`src/rtl/bfbp_pkg.sv`:
```
// Shared types and codes of the best-fit buffer pool.
package bfbp_pkg;

    localparam int REQ_SIZE_W = 24;
    localparam int HANDLE_W   = 4;
    localparam int STATUS_W   = 2;
    localparam int ACTION_W   = 2;
    localparam int CFG_W      = 5;

    localparam logic [CFG_W-1:0] LIMIT_RESET = 5'd16;

    typedef enum logic
    {
        OP_ALLOC = 1'b0,
        OP_FREE  = 1'b1
    } op_t;

    typedef enum logic [STATUS_W-1:0]
    {
        ST_DONE     = 2'd0,
        ST_BUSY     = 2'd1,
        ST_BAD_FREE = 2'd2
    } status_t;

    typedef enum logic [ACTION_W-1:0]
    {
        ACT_REUSE  = 2'd0,
        ACT_RESIZE = 2'd1,
        ACT_CREATE = 2'd2
    } action_t;

    typedef struct packed
    {
        logic                  operation;
        logic [REQ_SIZE_W-1:0] request_size;
        logic [HANDLE_W-1:0]   handle;
    } bfbp_req_t;

    typedef struct packed
    {
        logic [STATUS_W-1:0]   status;
        logic [HANDLE_W-1:0]   granted_slot;
        logic [ACTION_W-1:0]   action;
        logic [REQ_SIZE_W-1:0] granted_size;
    } bfbp_rsp_t;

endpackage

```
`src/rtl/bfbp_req_if.sv`:
```
// Request channel of the buffer pool: valid, ready and the request payload.
interface bfbp_req_if;
    import bfbp_pkg::*;

    logic      valid;
    logic      ready;
    bfbp_req_t payload;

    modport source
    (
        output valid,
        output payload,
        input  ready
    );

    modport sink
    (
        input  valid,
        input  payload,
        output ready
    );
endinterface

```
`src/rtl/bfbp_rsp_if.sv`:
```
// Response channel of the buffer pool: valid, ready and the response payload.
interface bfbp_rsp_if;
    import bfbp_pkg::*;

    logic      valid;
    logic      ready;
    bfbp_rsp_t payload;

    modport source
    (
        output valid,
        output payload,
        input  ready
    );

    modport sink
    (
        input  valid,
        input  payload,
        output ready
    );
endinterface

```
`src/rtl/bfbp_ram.sv`:
```
// Generic single-write, single-read RAM with a registered read port.
module bfbp_ram #(
    parameter int WIDTH = 24,
    parameter int DEPTH = 16
) (
    input  logic                                   clk,
    input  logic                                   we,
    input  logic [(DEPTH > 1 ? $clog2(DEPTH) : 1)-1:0] waddr,
    input  logic [WIDTH-1:0]                       wdata,
    input  logic                                   re,
    input  logic [(DEPTH > 1 ? $clog2(DEPTH) : 1)-1:0] raddr,
    output logic [WIDTH-1:0]                       rdata
);
    logic [WIDTH-1:0] mem [DEPTH];
    logic [WIDTH-1:0] rdata_reg;

    always_ff @(posedge clk)
    begin
        if (we)
        begin
            mem[waddr] <= wdata;
        end
        if (re)
        begin
            rdata_reg <= mem[raddr];
        end
    end

    assign rdata = rdata_reg;
endmodule

```
`src/rtl/best_fit_buffer_pool.sv`:
```
// Best-fit buffer pool: top level with slot-size RAM, lock bits and scan sequencer.
//
// Requests arrive on req (valid/ready) and carry an operation, a size and a
// handle. Every request yields exactly one response on rsp, in order.
// An allocate request scans the existing slots through the slot-size RAM, one
// slot read per cycle, then decides in the decision step, writing the size back
// on a resize or create; on an empty pool it goes straight to the decision step.
// A free request goes to the free step. The single RAM read port sets the scan
// length.
// One request is in flight at a time; req.ready is high whenever the
// sequencer is idle, even while an earlier response still waits in the
// output register. If rsp stalls, the decision or free step waits until the
// output register can be loaded, and no slot or lock state changes until then.
// The slot limit is written through cfg_we/cfg_wdata; the user must write it
// only while idle, as the block itself does not enforce this. Reset clears all
// lock bits, the slot count and the output register and sets the slot limit to
// 16; slot sizes need no clearing because only created slots are ever read.
module best_fit_buffer_pool #(
    parameter int NUM_SLOTS = 16,
    parameter int SIZE_BITS = 24
) (
    input  logic                       clk,
    input  logic                       rst_n,
    bfbp_req_if.sink                   req,
    bfbp_rsp_if.source                 rsp,
    input  logic                       cfg_we,
    input  logic [bfbp_pkg::CFG_W-1:0] cfg_wdata
);
    import bfbp_pkg::*;

    localparam int IW = (NUM_SLOTS > 1) ? $clog2(NUM_SLOTS) : 1;
    localparam int CW = $clog2(NUM_SLOTS + 1);
    localparam int LW = (CW > CFG_W) ? CW : CFG_W;
    localparam int HW = (CW > HANDLE_W) ? CW : HANDLE_W;

    typedef enum logic [1:0]
    {
        S_IDLE,
        S_SCAN,
        S_DECIDE,
        S_FREE
    } state_t;

    state_t                 state_reg, state_next;
    logic [CFG_W-1:0]       max_buf_reg, max_buf_next;
    logic [NUM_SLOTS-1:0]   locked_reg, locked_next;
    logic [CW-1:0]          in_use_reg, in_use_next;
    logic [SIZE_BITS-1:0]   size_reg, size_next;
    logic [HANDLE_W-1:0]    handle_reg, handle_next;
    logic [CW-1:0]          issue_reg, issue_next;
    logic [IW-1:0]          eval_reg, eval_next;
    logic                   found_reg, found_next;
    logic [IW-1:0]          best_reg, best_next;
    logic [SIZE_BITS-1:0]   best_size_reg, best_size_next;
    logic                   any_free_reg, any_free_next;
    logic [IW-1:0]          first_free_reg, first_free_next;
    logic                   out_valid_reg, out_valid_next;
    bfbp_rsp_t              out_reg, out_next;

    logic                   ram_we;
    logic [IW-1:0]          ram_waddr;
    logic                   ram_re;
    logic [IW-1:0]          ram_raddr;
    logic [SIZE_BITS-1:0]   ram_rdata;

    logic                   accept;
    logic                   out_free;
    logic                   slot_unlocked;
    logic                   slot_fits;
    logic                   create_ok;
    logic                   free_ok;
    logic [IW-1:0]          grant_idx;
    logic [SIZE_BITS-1:0]   req_size;

    bfbp_ram #(
        .WIDTH(SIZE_BITS),
        .DEPTH(NUM_SLOTS)
    ) u_size_ram (
        .clk  (clk),
        .we   (ram_we),
        .waddr(ram_waddr),
        .wdata(size_reg),
        .re   (ram_re),
        .raddr(ram_raddr),
        .rdata(ram_rdata)
    );

    assign req.ready   = (state_reg == S_IDLE);
    assign accept      = req.valid && req.ready;
    assign out_free    = !out_valid_reg || rsp.ready;
    assign rsp.valid   = out_valid_reg;
    assign rsp.payload = out_reg;
    assign req_size    = SIZE_BITS'(req.payload.request_size);

    assign slot_unlocked = !locked_reg[eval_reg];
    assign slot_fits     = (ram_rdata >= size_reg);
    // An empty pool always gets slot 0, whatever the limit says.
    assign create_ok = ((in_use_reg == '0) || (LW'(in_use_reg) < LW'(max_buf_reg)))
                       && (in_use_reg < CW'(NUM_SLOTS));
    assign free_ok   = (HW'(handle_reg) < HW'(in_use_reg));

    always_comb
    begin
        state_next      = state_reg;
        max_buf_next    = cfg_we ? cfg_wdata : max_buf_reg;
        locked_next     = locked_reg;
        in_use_next     = in_use_reg;
        size_next       = size_reg;
        handle_next     = handle_reg;
        issue_next      = issue_reg;
        eval_next       = eval_reg;
        found_next      = found_reg;
        best_next       = best_reg;
        best_size_next  = best_size_reg;
        any_free_next   = any_free_reg;
        first_free_next = first_free_reg;
        out_valid_next  = rsp.ready ? 1'b0 : out_valid_reg;
        out_next        = out_reg;
        ram_we          = 1'b0;
        ram_waddr       = '0;
        ram_re          = 1'b0;
        ram_raddr       = '0;
        grant_idx       = '0;

        case (state_reg)
            S_IDLE:
            begin
                if (accept)
                begin
                    size_next     = req_size;
                    handle_next   = req.payload.handle;
                    found_next    = 1'b0;
                    any_free_next = 1'b0;
                    if (req.payload.operation == OP_FREE)
                    begin
                        state_next = S_FREE;
                    end
                    else if (in_use_reg == '0)
                    begin
                        state_next = S_DECIDE;
                    end
                    else
                    begin
                        // Slot 0 is read now; its data is judged in the first scan cycle.
                        ram_re     = 1'b1;
                        ram_raddr  = '0;
                        eval_next  = '0;
                        issue_next = CW'(1);
                        state_next = S_SCAN;
                    end
                end
            end

            S_SCAN:
            begin
                if (slot_unlocked && slot_fits && (!found_reg || (ram_rdata < best_size_reg)))
                begin
                    found_next     = 1'b1;
                    best_next      = eval_reg;
                    best_size_next = ram_rdata;
                end
                if (slot_unlocked && !any_free_reg)
                begin
                    any_free_next   = 1'b1;
                    first_free_next = eval_reg;
                end
                if (issue_reg < in_use_reg)
                begin
                    ram_re     = 1'b1;
                    ram_raddr  = issue_reg[IW-1:0];
                    eval_next  = issue_reg[IW-1:0];
                    issue_next = issue_reg + CW'(1);
                end
                else
                begin
                    state_next = S_DECIDE;
                end
            end

            S_DECIDE:
            begin
                if (out_free)
                begin
                    out_valid_next = 1'b1;
                    state_next     = S_IDLE;
                    out_next       = '0;
                    if (found_reg)
                    begin
                        grant_idx             = best_reg;
                        out_next.action       = ACT_REUSE;
                        out_next.granted_size = REQ_SIZE_W'(best_size_reg);
                    end
                    else if (any_free_reg)
                    begin
                        grant_idx             = first_free_reg;
                        ram_we                = 1'b1;
                        out_next.action       = ACT_RESIZE;
                        out_next.granted_size = REQ_SIZE_W'(size_reg);
                    end
                    else if (create_ok)
                    begin
                        grant_idx             = in_use_reg[IW-1:0];
                        ram_we                = 1'b1;
                        in_use_next           = in_use_reg + CW'(1);
                        out_next.action       = ACT_CREATE;
                        out_next.granted_size = REQ_SIZE_W'(size_reg);
                    end
                    ram_waddr = grant_idx;
                    if (found_reg || any_free_reg || create_ok)
                    begin
                        locked_next[grant_idx] = 1'b1;
                        out_next.status        = ST_DONE;
                        out_next.granted_slot  = HANDLE_W'(grant_idx);
                    end
                    else
                    begin
                        out_next.status = ST_BUSY;
                    end
                end
            end

            S_FREE:
            begin
                if (out_free)
                begin
                    out_valid_next = 1'b1;
                    state_next     = S_IDLE;
                    out_next       = '0;
                    if (free_ok)
                    begin
                        locked_next[IW'(handle_reg)] = 1'b0;
                        out_next.status              = ST_DONE;
                    end
                    else
                    begin
                        out_next.status = ST_BAD_FREE;
                    end
                end
            end

            default:
            begin
                state_next = S_IDLE;
            end
        endcase
    end

    always_ff @(posedge clk or negedge rst_n)
    begin
        if (!rst_n)
        begin
            state_reg      <= S_IDLE;
            max_buf_reg    <= LIMIT_RESET;
            locked_reg     <= '0;
            in_use_reg     <= '0;
            size_reg       <= '0;
            handle_reg     <= '0;
            issue_reg      <= '0;
            eval_reg       <= '0;
            found_reg      <= 1'b0;
            best_reg       <= '0;
            best_size_reg  <= '0;
            any_free_reg   <= 1'b0;
            first_free_reg <= '0;
            out_valid_reg  <= 1'b0;
            out_reg        <= '0;
        end
        else
        begin
            state_reg      <= state_next;
            max_buf_reg    <= max_buf_next;
            locked_reg     <= locked_next;
            in_use_reg     <= in_use_next;
            size_reg       <= size_next;
            handle_reg     <= handle_next;
            issue_reg      <= issue_next;
            eval_reg       <= eval_next;
            found_reg      <= found_next;
            best_reg       <= best_next;
            best_size_reg  <= best_size_next;
            any_free_reg   <= any_free_next;
            first_free_reg <= first_free_next;
            out_valid_reg  <= out_valid_next;
            out_reg        <= out_next;
        end
    end
endmodule

```
`src/flat_wrapper.sv`:
```
// flat-port wrapper written by rule: the top's interface ports become plain ports
module best_fit_buffer_pool_flat import bfbp_pkg::*;
#(
    parameter int NUM_SLOTS = 16,
    parameter int SIZE_BITS = 24
)
  (clk, rst_n, cfg_we, cfg_wdata, req_valid, req_payload, req_ready, rsp_valid, rsp_payload, rsp_ready);
  bfbp_req_if req_i ();
  bfbp_rsp_if rsp_i ();
  input  logic clk;
  input  logic rst_n;
  input  logic cfg_we;
  input  logic [bfbp_pkg::CFG_W-1:0] cfg_wdata;
  input wire logic [$bits(req_i.valid)-1:0] req_valid;
  input wire logic [$bits(req_i.payload)-1:0] req_payload;
  output wire logic [$bits(req_i.ready)-1:0] req_ready;
  output wire logic [$bits(rsp_i.valid)-1:0] rsp_valid;
  output wire logic [$bits(rsp_i.payload)-1:0] rsp_payload;
  input wire logic [$bits(rsp_i.ready)-1:0] rsp_ready;
  assign req_i.valid = req_valid;
  assign req_i.payload = req_payload;
  assign req_ready = req_i.ready;
  assign rsp_valid = rsp_i.valid;
  assign rsp_payload = rsp_i.payload;
  assign rsp_i.ready = rsp_ready;
  best_fit_buffer_pool #(.NUM_SLOTS(NUM_SLOTS), .SIZE_BITS(SIZE_BITS)) u_core (.clk(clk), .rst_n(rst_n), .req(req_i), .rsp(rsp_i), .cfg_we(cfg_we), .cfg_wdata(cfg_wdata));
endmodule
```
`config.mk`:
```
export PLATFORM = sky130hd
export DESIGN_NAME = best_fit_buffer_pool_flat
export DESIGN_NICKNAME = d
export VERILOG_FILES = /design/src/rtl/bfbp_pkg.sv /design/src/rtl/bfbp_req_if.sv /design/src/rtl/bfbp_rsp_if.sv /design/src/rtl/bfbp_ram.sv /design/src/rtl/best_fit_buffer_pool.sv /design/src/flat_wrapper.sv
export SDC_FILE = /design/constraint.sdc
export NUM_CORES = 1
export LEC_CHECK = 0
export BUFFER_PORTS_ARGS = -buffer_cell sky130_fd_sc_hd__buf_2
export CAP_MARGIN = 20
export CORE_MARGIN = 5
export CORE_UTILIZATION = 40
export DETAILED_ROUTE_END_ITERATION = 10
export SYNTH_ARGS = -nofsm -noshare
export SYNTH_HDL_FRONTEND = slang
export SYNTH_HIERARCHICAL = 1
export SYNTH_SLANG_ARGS = --single-unit
```
`constraint.sdc`:
```
create_clock -name clk -period 4.66 [get_ports clk]
set_clock_uncertainty 0.05 [all_clocks]
set_input_delay 1.165 -clock clk [delete_from_list [all_inputs] [get_ports clk]]
set_output_delay 1.165 -clock clk [all_outputs]
set_load 0.1 [all_outputs]
```
### Word level (Yosys, flattened, before mapping)

Memory sizes are Yosys's and may differ from the RTL's. A register that Yosys moved wholly into a read port is not among the register bits.
Cells that the tools add are included.
W data, S select, Z words.

* logic and storage cells: 148
* bits in writable memories: 384
* latch bits: 0
* output and inout bits: 34
* memories: 1
* ROM bits: 0
* bits of input ports: 39
* bits in registers: 132

Memory list
* u_core.u_size_ram.mem: depth 16, width 24, read ports 1, clocked after memory_dff 1, write ports 1, line bfbp_ram.sv:14 `logic [WIDTH-1:0] mem [DEPTH];`

* multipliers: 0
* $lt $le $gt $ge: 11
* divide/modulo/power cells: 0
* muxes and demuxes: 65
* shift-type cells: 0
* reduce and logical (&&, ||, !) cells: 31
* add/subtract/negate cells: 2
* bitwise operators: 5
* eq/ne operators: 15

Operators by type and width (number)
* $mux W26: 3
* $mux W16: 4
* $mux W32: 2
* $pmux W32 S2: 1
* $mux W4: 14
* $pmux W16 S2: 1
* $ge A24 B24 Y1: 1
* $lt A24 B24 Y1: 1
* $mux W1: 21
* $mux W5: 4
* $and A16 B16 Y16: 1
* $ne A2 B1 Y1 const B: 8
* $not A16 Y16: 1
* $or A16 B16 Y16: 1
* $lt A4 B5 Y1 const B: 3
* $reduce_and A5 Y1: 3
* $mux W2: 6
* $reduce_and A3 Y1: 4
* $add A5 B1 Y5 const B: 2
* $lt A5 B5 Y1: 2
* $pmux W5 S2: 1
* $demux W1 S4: 2
* $ge A4 B1 Y1 const B: 2
* $ne A2 B2 Y1 const B: 4
* 17 further kinds: 37

### Depth between registers and ports, before layout

* depth after elaboration: 16
* gate-level depth with buffers: 13
* gate-level depth less buffers: 10

### Cells and area by module

The synthesis kept the hierarchy.

By module, submodules not included
* bfbp_ram: times used 1, cells an instance 636, area each 15170.8 µm², sequential area each 12251.8 µm²
* best_fit_buffer_pool: times used 1, cells an instance 673, area each 6991.7 µm², sequential area each 3304.4 µm²

### Worst setup path after synthesis

OpenSTA, ideal clock, no wires.

* path kind: input to register
* from: in rsp_ready
* to: mem u_core.u_size_ram.mem[0][0], enable pin
* arrival time: 4.567 ns
* stages on the path: 6
* setup time: 0.435 ns
* buffers on the path: 1
* setup slack: -0.392 ns
* required time: 4.175 ns
* cells stage by stage: nand2b_1 nand3_1 a311oi_1 clkbuf_1 or3b_2 nor3_1

* word-level cells in the longest chain between the ends: 5
* elaborated cells on any way between the ends: 7
* classes of those cells: mux (6); reduce/logical (1)

Ends and longest elaborated chain
* start, declared: line flat_wrapper.sv:19 `input wire logic [$bits(rsp_i.ready)-1:0] rsp_ready;`
* $logic_or A1 B1 Y1: line best_fit_buffer_pool.sv:90 `assign out_free = !out_valid_reg || rsp.ready;`
* $mux W1: line best_fit_buffer_pool.sv:182 `if (out_free)`
* $mux W1: line best_fit_buffer_pool.sv:125 `case (state_reg)`
* named net u_core.ram_we: line best_fit_buffer_pool.sv:60 `logic ram_we;`
* $mux W1: line bfbp_ram.sv:19 `if (we)`
* $mux W1 (implied by the code): line bfbp_ram.sv:21 `mem[waddr] <= wdata;`
* end, declared: line bfbp_ram.sv:14

The timed path passes the listed nets, and every way through them passes these cells.

### Worst setup path after layout

* from: reg u_core.in_use_reg[2]
* to: mem u_core.u_size_ram.mem[5][23], enable pin

* word-level cells in the longest chain between the ends: 10
* elaborated cells on any way between the ends: 19
* classes of those cells: order compare (2); mux (14); reduce/logical (3)

Ends and longest elaborated chain
* start, declared: line best_fit_buffer_pool.sv:47 `logic [CW-1:0] in_use_reg, in_use_next;`
* start signal, assigned: line best_fit_buffer_pool.sv:273 `in_use_reg <= in_use_next;`
* $lt A5 B5 Y1 / $logic_not A5 Y1 (equally long branches): line best_fit_buffer_pool.sv:98 `assign create_ok = ((in_use_reg == '0) || (LW'(in_use_reg) < LW'(max_buf_reg)))`
* $logic_or A1 B1 Y1: line best_fit_buffer_pool.sv:98
* $logic_and A1 B1 Y1 (*): line best_fit_buffer_pool.sv:99 `&& (in_use_reg < CW'(NUM_SLOTS));`
* $mux W4 (*): line best_fit_buffer_pool.sv:200 `else if (create_ok)`
* $mux W4 (*): line best_fit_buffer_pool.sv:193 `else if (any_free_reg)`
* $mux W4 (*): line best_fit_buffer_pool.sv:187 `if (found_reg)`
* $mux W4 (*): line best_fit_buffer_pool.sv:182
* $mux W4 (*): line best_fit_buffer_pool.sv:125
* $mux W4 (*): line best_fit_buffer_pool.sv:182
* $mux W4 (*): line best_fit_buffer_pool.sv:125
* named net u_core.ram_waddr[1]: line best_fit_buffer_pool.sv:61 `logic [IW-1:0] ram_waddr;`

Mark *: on every way through the listed nets, which the timed path passes. The rest lies on a longest branch. The select of a mux whose other input is x is not followed.

==> results.json <==
{
  "hold_buffers": 0,
  "cp.arrival_ns": 4.17,
  "overflow": 0,
  "ant_nets": 0,
  "max_freq_mhz": 252,
  "tns_ns": 0,
  "path_delay_family": "simple AND/OR/NAND/NOR gates",
  "dieArea_sq_um": 60200,
  "fin_cells": 2211,
  "setup_viol": 0,
  "fp.dieW_um": 245,
  "rsz0062_at_grt": "false",
  "crit_fanout": 24,
  "fp-row-count": 86,
  "finalMaxSlewViolations": 0,
  "synth_cell_types": 57,
  "finalCoreUtilization": 0.465,
  "fin_area_sq_um": 25600,
  "tightest_slew_ns": 1.02,
  "fin_crit_ns": 3.97,
  "critPathRequiredTime_ns": 4.86,
  "max_flop_register": "u_core/u_size_ram/mem",
  "synth.area.mux_share": 0.121,
  "leakagePower_nw": 9.37,
  "layout_commonest_cell": "edfxtp_1",
  "synthSimpleGateAreaFrac": 0.0406,
  "via_count": 12200,
  "cts-root-buf": "clkbuf_16",
  "cpMaxStageDelayCell": "o21ai_1",
  "die_h_um": 245,
  "yosysSeqAreaShare": 0.702,
  "syn_avg_cell_area_sq_um": 16.9,
  "ir_drop_v": 0.000457,
  "placed_cells": 2109,
  "coreArea_sq_um": 55000,
  "cts_htree_levels": 2,
  "layout-drive-gt1-share": 0.245,
  "slew_headroom": 0.319,
  "drt-total-wl_um": 51600,
  "synthFlopType": "edfxtp_1",
  "antenna_found_initial": 0,
  "rrSetupSlack_ns": 0.69,
  "grt_pass1_vias": 12500,
  "gp_congestion": 0.848,
  "grt_max_degree": 100,
  "synth-xor-area-share": 0.00158,
  "hold_viol_final": 0,
  "drc": 0,
  "synth_area_sq_um": 22200,
  "timing.critical_path.buf_inv": 1,
  "endpoint_kind": "flip-flop",
  "status": "finished, final reports clean",
  "setup_slack_ns": 0.693,
  "cts_sinks": 540,
  "ff2ff_path_depth": 10,
  "hold_end": "u_core/rsp.payload[28]$_DFFE_PN0P_",
  "nets": 1518,
  "dpl.hpwl_um": 34300,
  "yosysWarnings": 6,
  "reg2reg_from": "u_core/in_use_reg[2]$_DFFE_PN0P_",
  "cellPowerDensity_nw_per_um2": 660,
  "synthAdderAreaFrac": 0.0344,
  "timing.final.crit_share": 0.851,
  "worstHoldStart": "u_core/rsp.payload[28]$_DFFE_PN0P_",
  "drtPass1Iterations": 7,
  "path_class": "reg2reg",
  "largest_reg_flops": 384,
  "wl_per_cell_um": 23.4,
  "drt-initial-drc-count": 1073,
  "clock_path_buffers": 3,
  "track_usage": 0.172,
  "synth_fp_nets": 1409,
  "synth_compound_area_frac": 0.0726,
  "crit_chain": "ha_1 > a21o_1 > a31oi_1 > o21ai_1 > a21oi_1 > or2_2 > and2_1 > nand2b_1 > nor2_2 > buf_4",
  "vias_per_cell": 5.53,
  "netlist_instances": 1309,
  "rr_endpoint": "u_core/u_size_ram/mem[5][23]$_DFFE_PP_",
  "area_delta_synth_final_pct": 15.5,
  "cpPeakStageDelay_ns": 0.61,
  "whs_path_depth": 1,
  "synth-seq-cells": 540,
  "numCtsBuffers": 54,
  "insertion_delay_ns": 0.61,
  "placed_area_sq_um": 23700,
  "synth-edff-count": 408,
  "io_buffer_count": 72,
  "synth_top_family_by_area": "multiplexers",
  "clk_pin_slew_worst_paths_ns": 0.07,
  "pin_count": 73,
  "async_reset_ff_frac": 0.244,
  "drv_cap": 0,
  "cts_resized": 0,
  "holdCritPathClass": "reg2reg",
  "initial_core_util": 0.403,
  "start_kind": "flip-flop",
  "cts_setup_buffers": 0,
  "antennaDiodeCount": 0,
  "pre_cts_ws_ns": 0.723,
  "grt_pass1_wl_um": 79100,
  "cts_tree": "done",
  "layout_common_cells": "408 x edfxtp_1, 131 x dfrtp_1, 101 x mux4_2, 99 x nand2_1, 85 x inv_1"
}
final cells by class:
class | count | area (sq um)
tap | 748 | 936
timing repair buffer | 112 | 742
sequential | 540 | 15600
clock buffer | 67 | 1400
clock inverter | 34 | 497
inverter | 85 | 319
multi-input combinational | 625 | 6140
fill | 4655 | 29400
Yosys cell counts, drive strengths merged, types with 5 or more instances:
cell type	n	area share
dfrtp	131	0.15
o31ai	11	0.0037
a222oi	24	0.011
edfxtp	408	0.55
clkbuf	40	0.0068
o21ai	61	0.014
o21a	5	0.0017
nand2b	11	0.0031
o41ai	7	0.0028
buf	19	0.0063
a21oi	21	0.0047
inv	85	0.014
ha	61	0.034
nand4	10	0.0028
mux2	33	0.018
mux4	101	0.10
nand3	10	0.0023
nor2	27	0.0046
a22oi	51	0.017
nor2b	6	0.0017
o211ai	5	0.0017
and2	11	0.0031
nor3	8	0.0018
a211oi	5	0.0017
nand2	99	0.017
a21o	13	0.0044
worst reg2reg max path, delay by kind of cell, from the launching register on:
| family | cells | cell delay [ns] |
|---|---|---|
| AO/OA/AOI/OAI | 4 | 1.00 |
| adder cells (fa/ha/maj) | 1 | 0.33 |
| buffers and inverters | 1 | 0.36 |
| flip-flops | 1 | 0.45 |
| AND/OR/NAND/NOR | 4 | 1.40 |
metrics by stage:
step | power (mW) | hold slack, ns
2_1_floorplan | 10.6 | 0.393
3_3_place_gp | 12.3 | 0.408
3_5_place_dp | 12.4 | 0.415
4_1_cts | 17.1 | 0.431
5_1_grt | 17.8 | 0.453
6_report | 16.9 | 0.429
routing by layer:
| metal | wire, um | up-vias | track usage | share of wire |
|---|---|---|---|---|
| li1 | - | 5375 | - | - |
| met2 | 24600 | 360 | 0.273 | 0.48 |
| met4 | 1190 | 0 | 0.0468 | 0.023 |
| met5 | 0 | - | 0 | 0 |
| met1 | 22800 | 6418 | 0.250 | 0.44 |
| met3 | 3030 | 68 | 0.0276 | 0.059 |
cells by family after synthesis:
| group | count (synthesis) |
|---|---|
| multiplexers | 135 |
| XOR/XNOR | 4 |
| AO/OA/AOI/OAI | 229 |
| flip-flops | 540 |
| adder cells (fa/ha/maj) | 61 |
| buffers and inverters | 144 |
| AND/OR/NAND/NOR | 196 |
worst max path at each step:
stage | depth (start not counted) | startpoint | slack [ns] | to
2_1_floorplan | 6 | rsp_ready | 0.26 | u_core/u_size_ram/mem[1][0]$_DFFE_PP_
5_1_grt | 10 | u_core/in_use_reg[2]$_DFFE_PN0P_ | 0.40 | u_core/u_size_ram/mem[2][23]$_DFFE_PP_
3_5_place_dp | 10 | u_core/in_use_reg[2]$_DFFE_PN0P_ | 0.72 | u_core/u_size_ram/mem[5][11]$_DFFE_PP_
6_report | 10 | u_core/in_use_reg[2]$_DFFE_PN0P_ | 0.69 | u_core/u_size_ram/mem[5][23]$_DFFE_PP_
4_1_cts | 10 | u_core/in_use_reg[2]$_DFFE_PN0P_ | 0.69 | u_core/u_size_ram/mem[5][15]$_DFFE_PP_
3_3_place_gp | 10 | u_core/in_use_reg[2]$_DFFE_PN0P_ | 0.80 | u_core/u_size_ram/mem[5][7]$_DFFE_PP_
report_power, final:
group,switching (mW),internal (mW),total [mW]
Clock,1.84,2.77,4.61
Combinational,3.03,1.74,4.77
Sequential,1.08,6.45,7.53
Note: power is estimated with default switching activity, not from simulation.
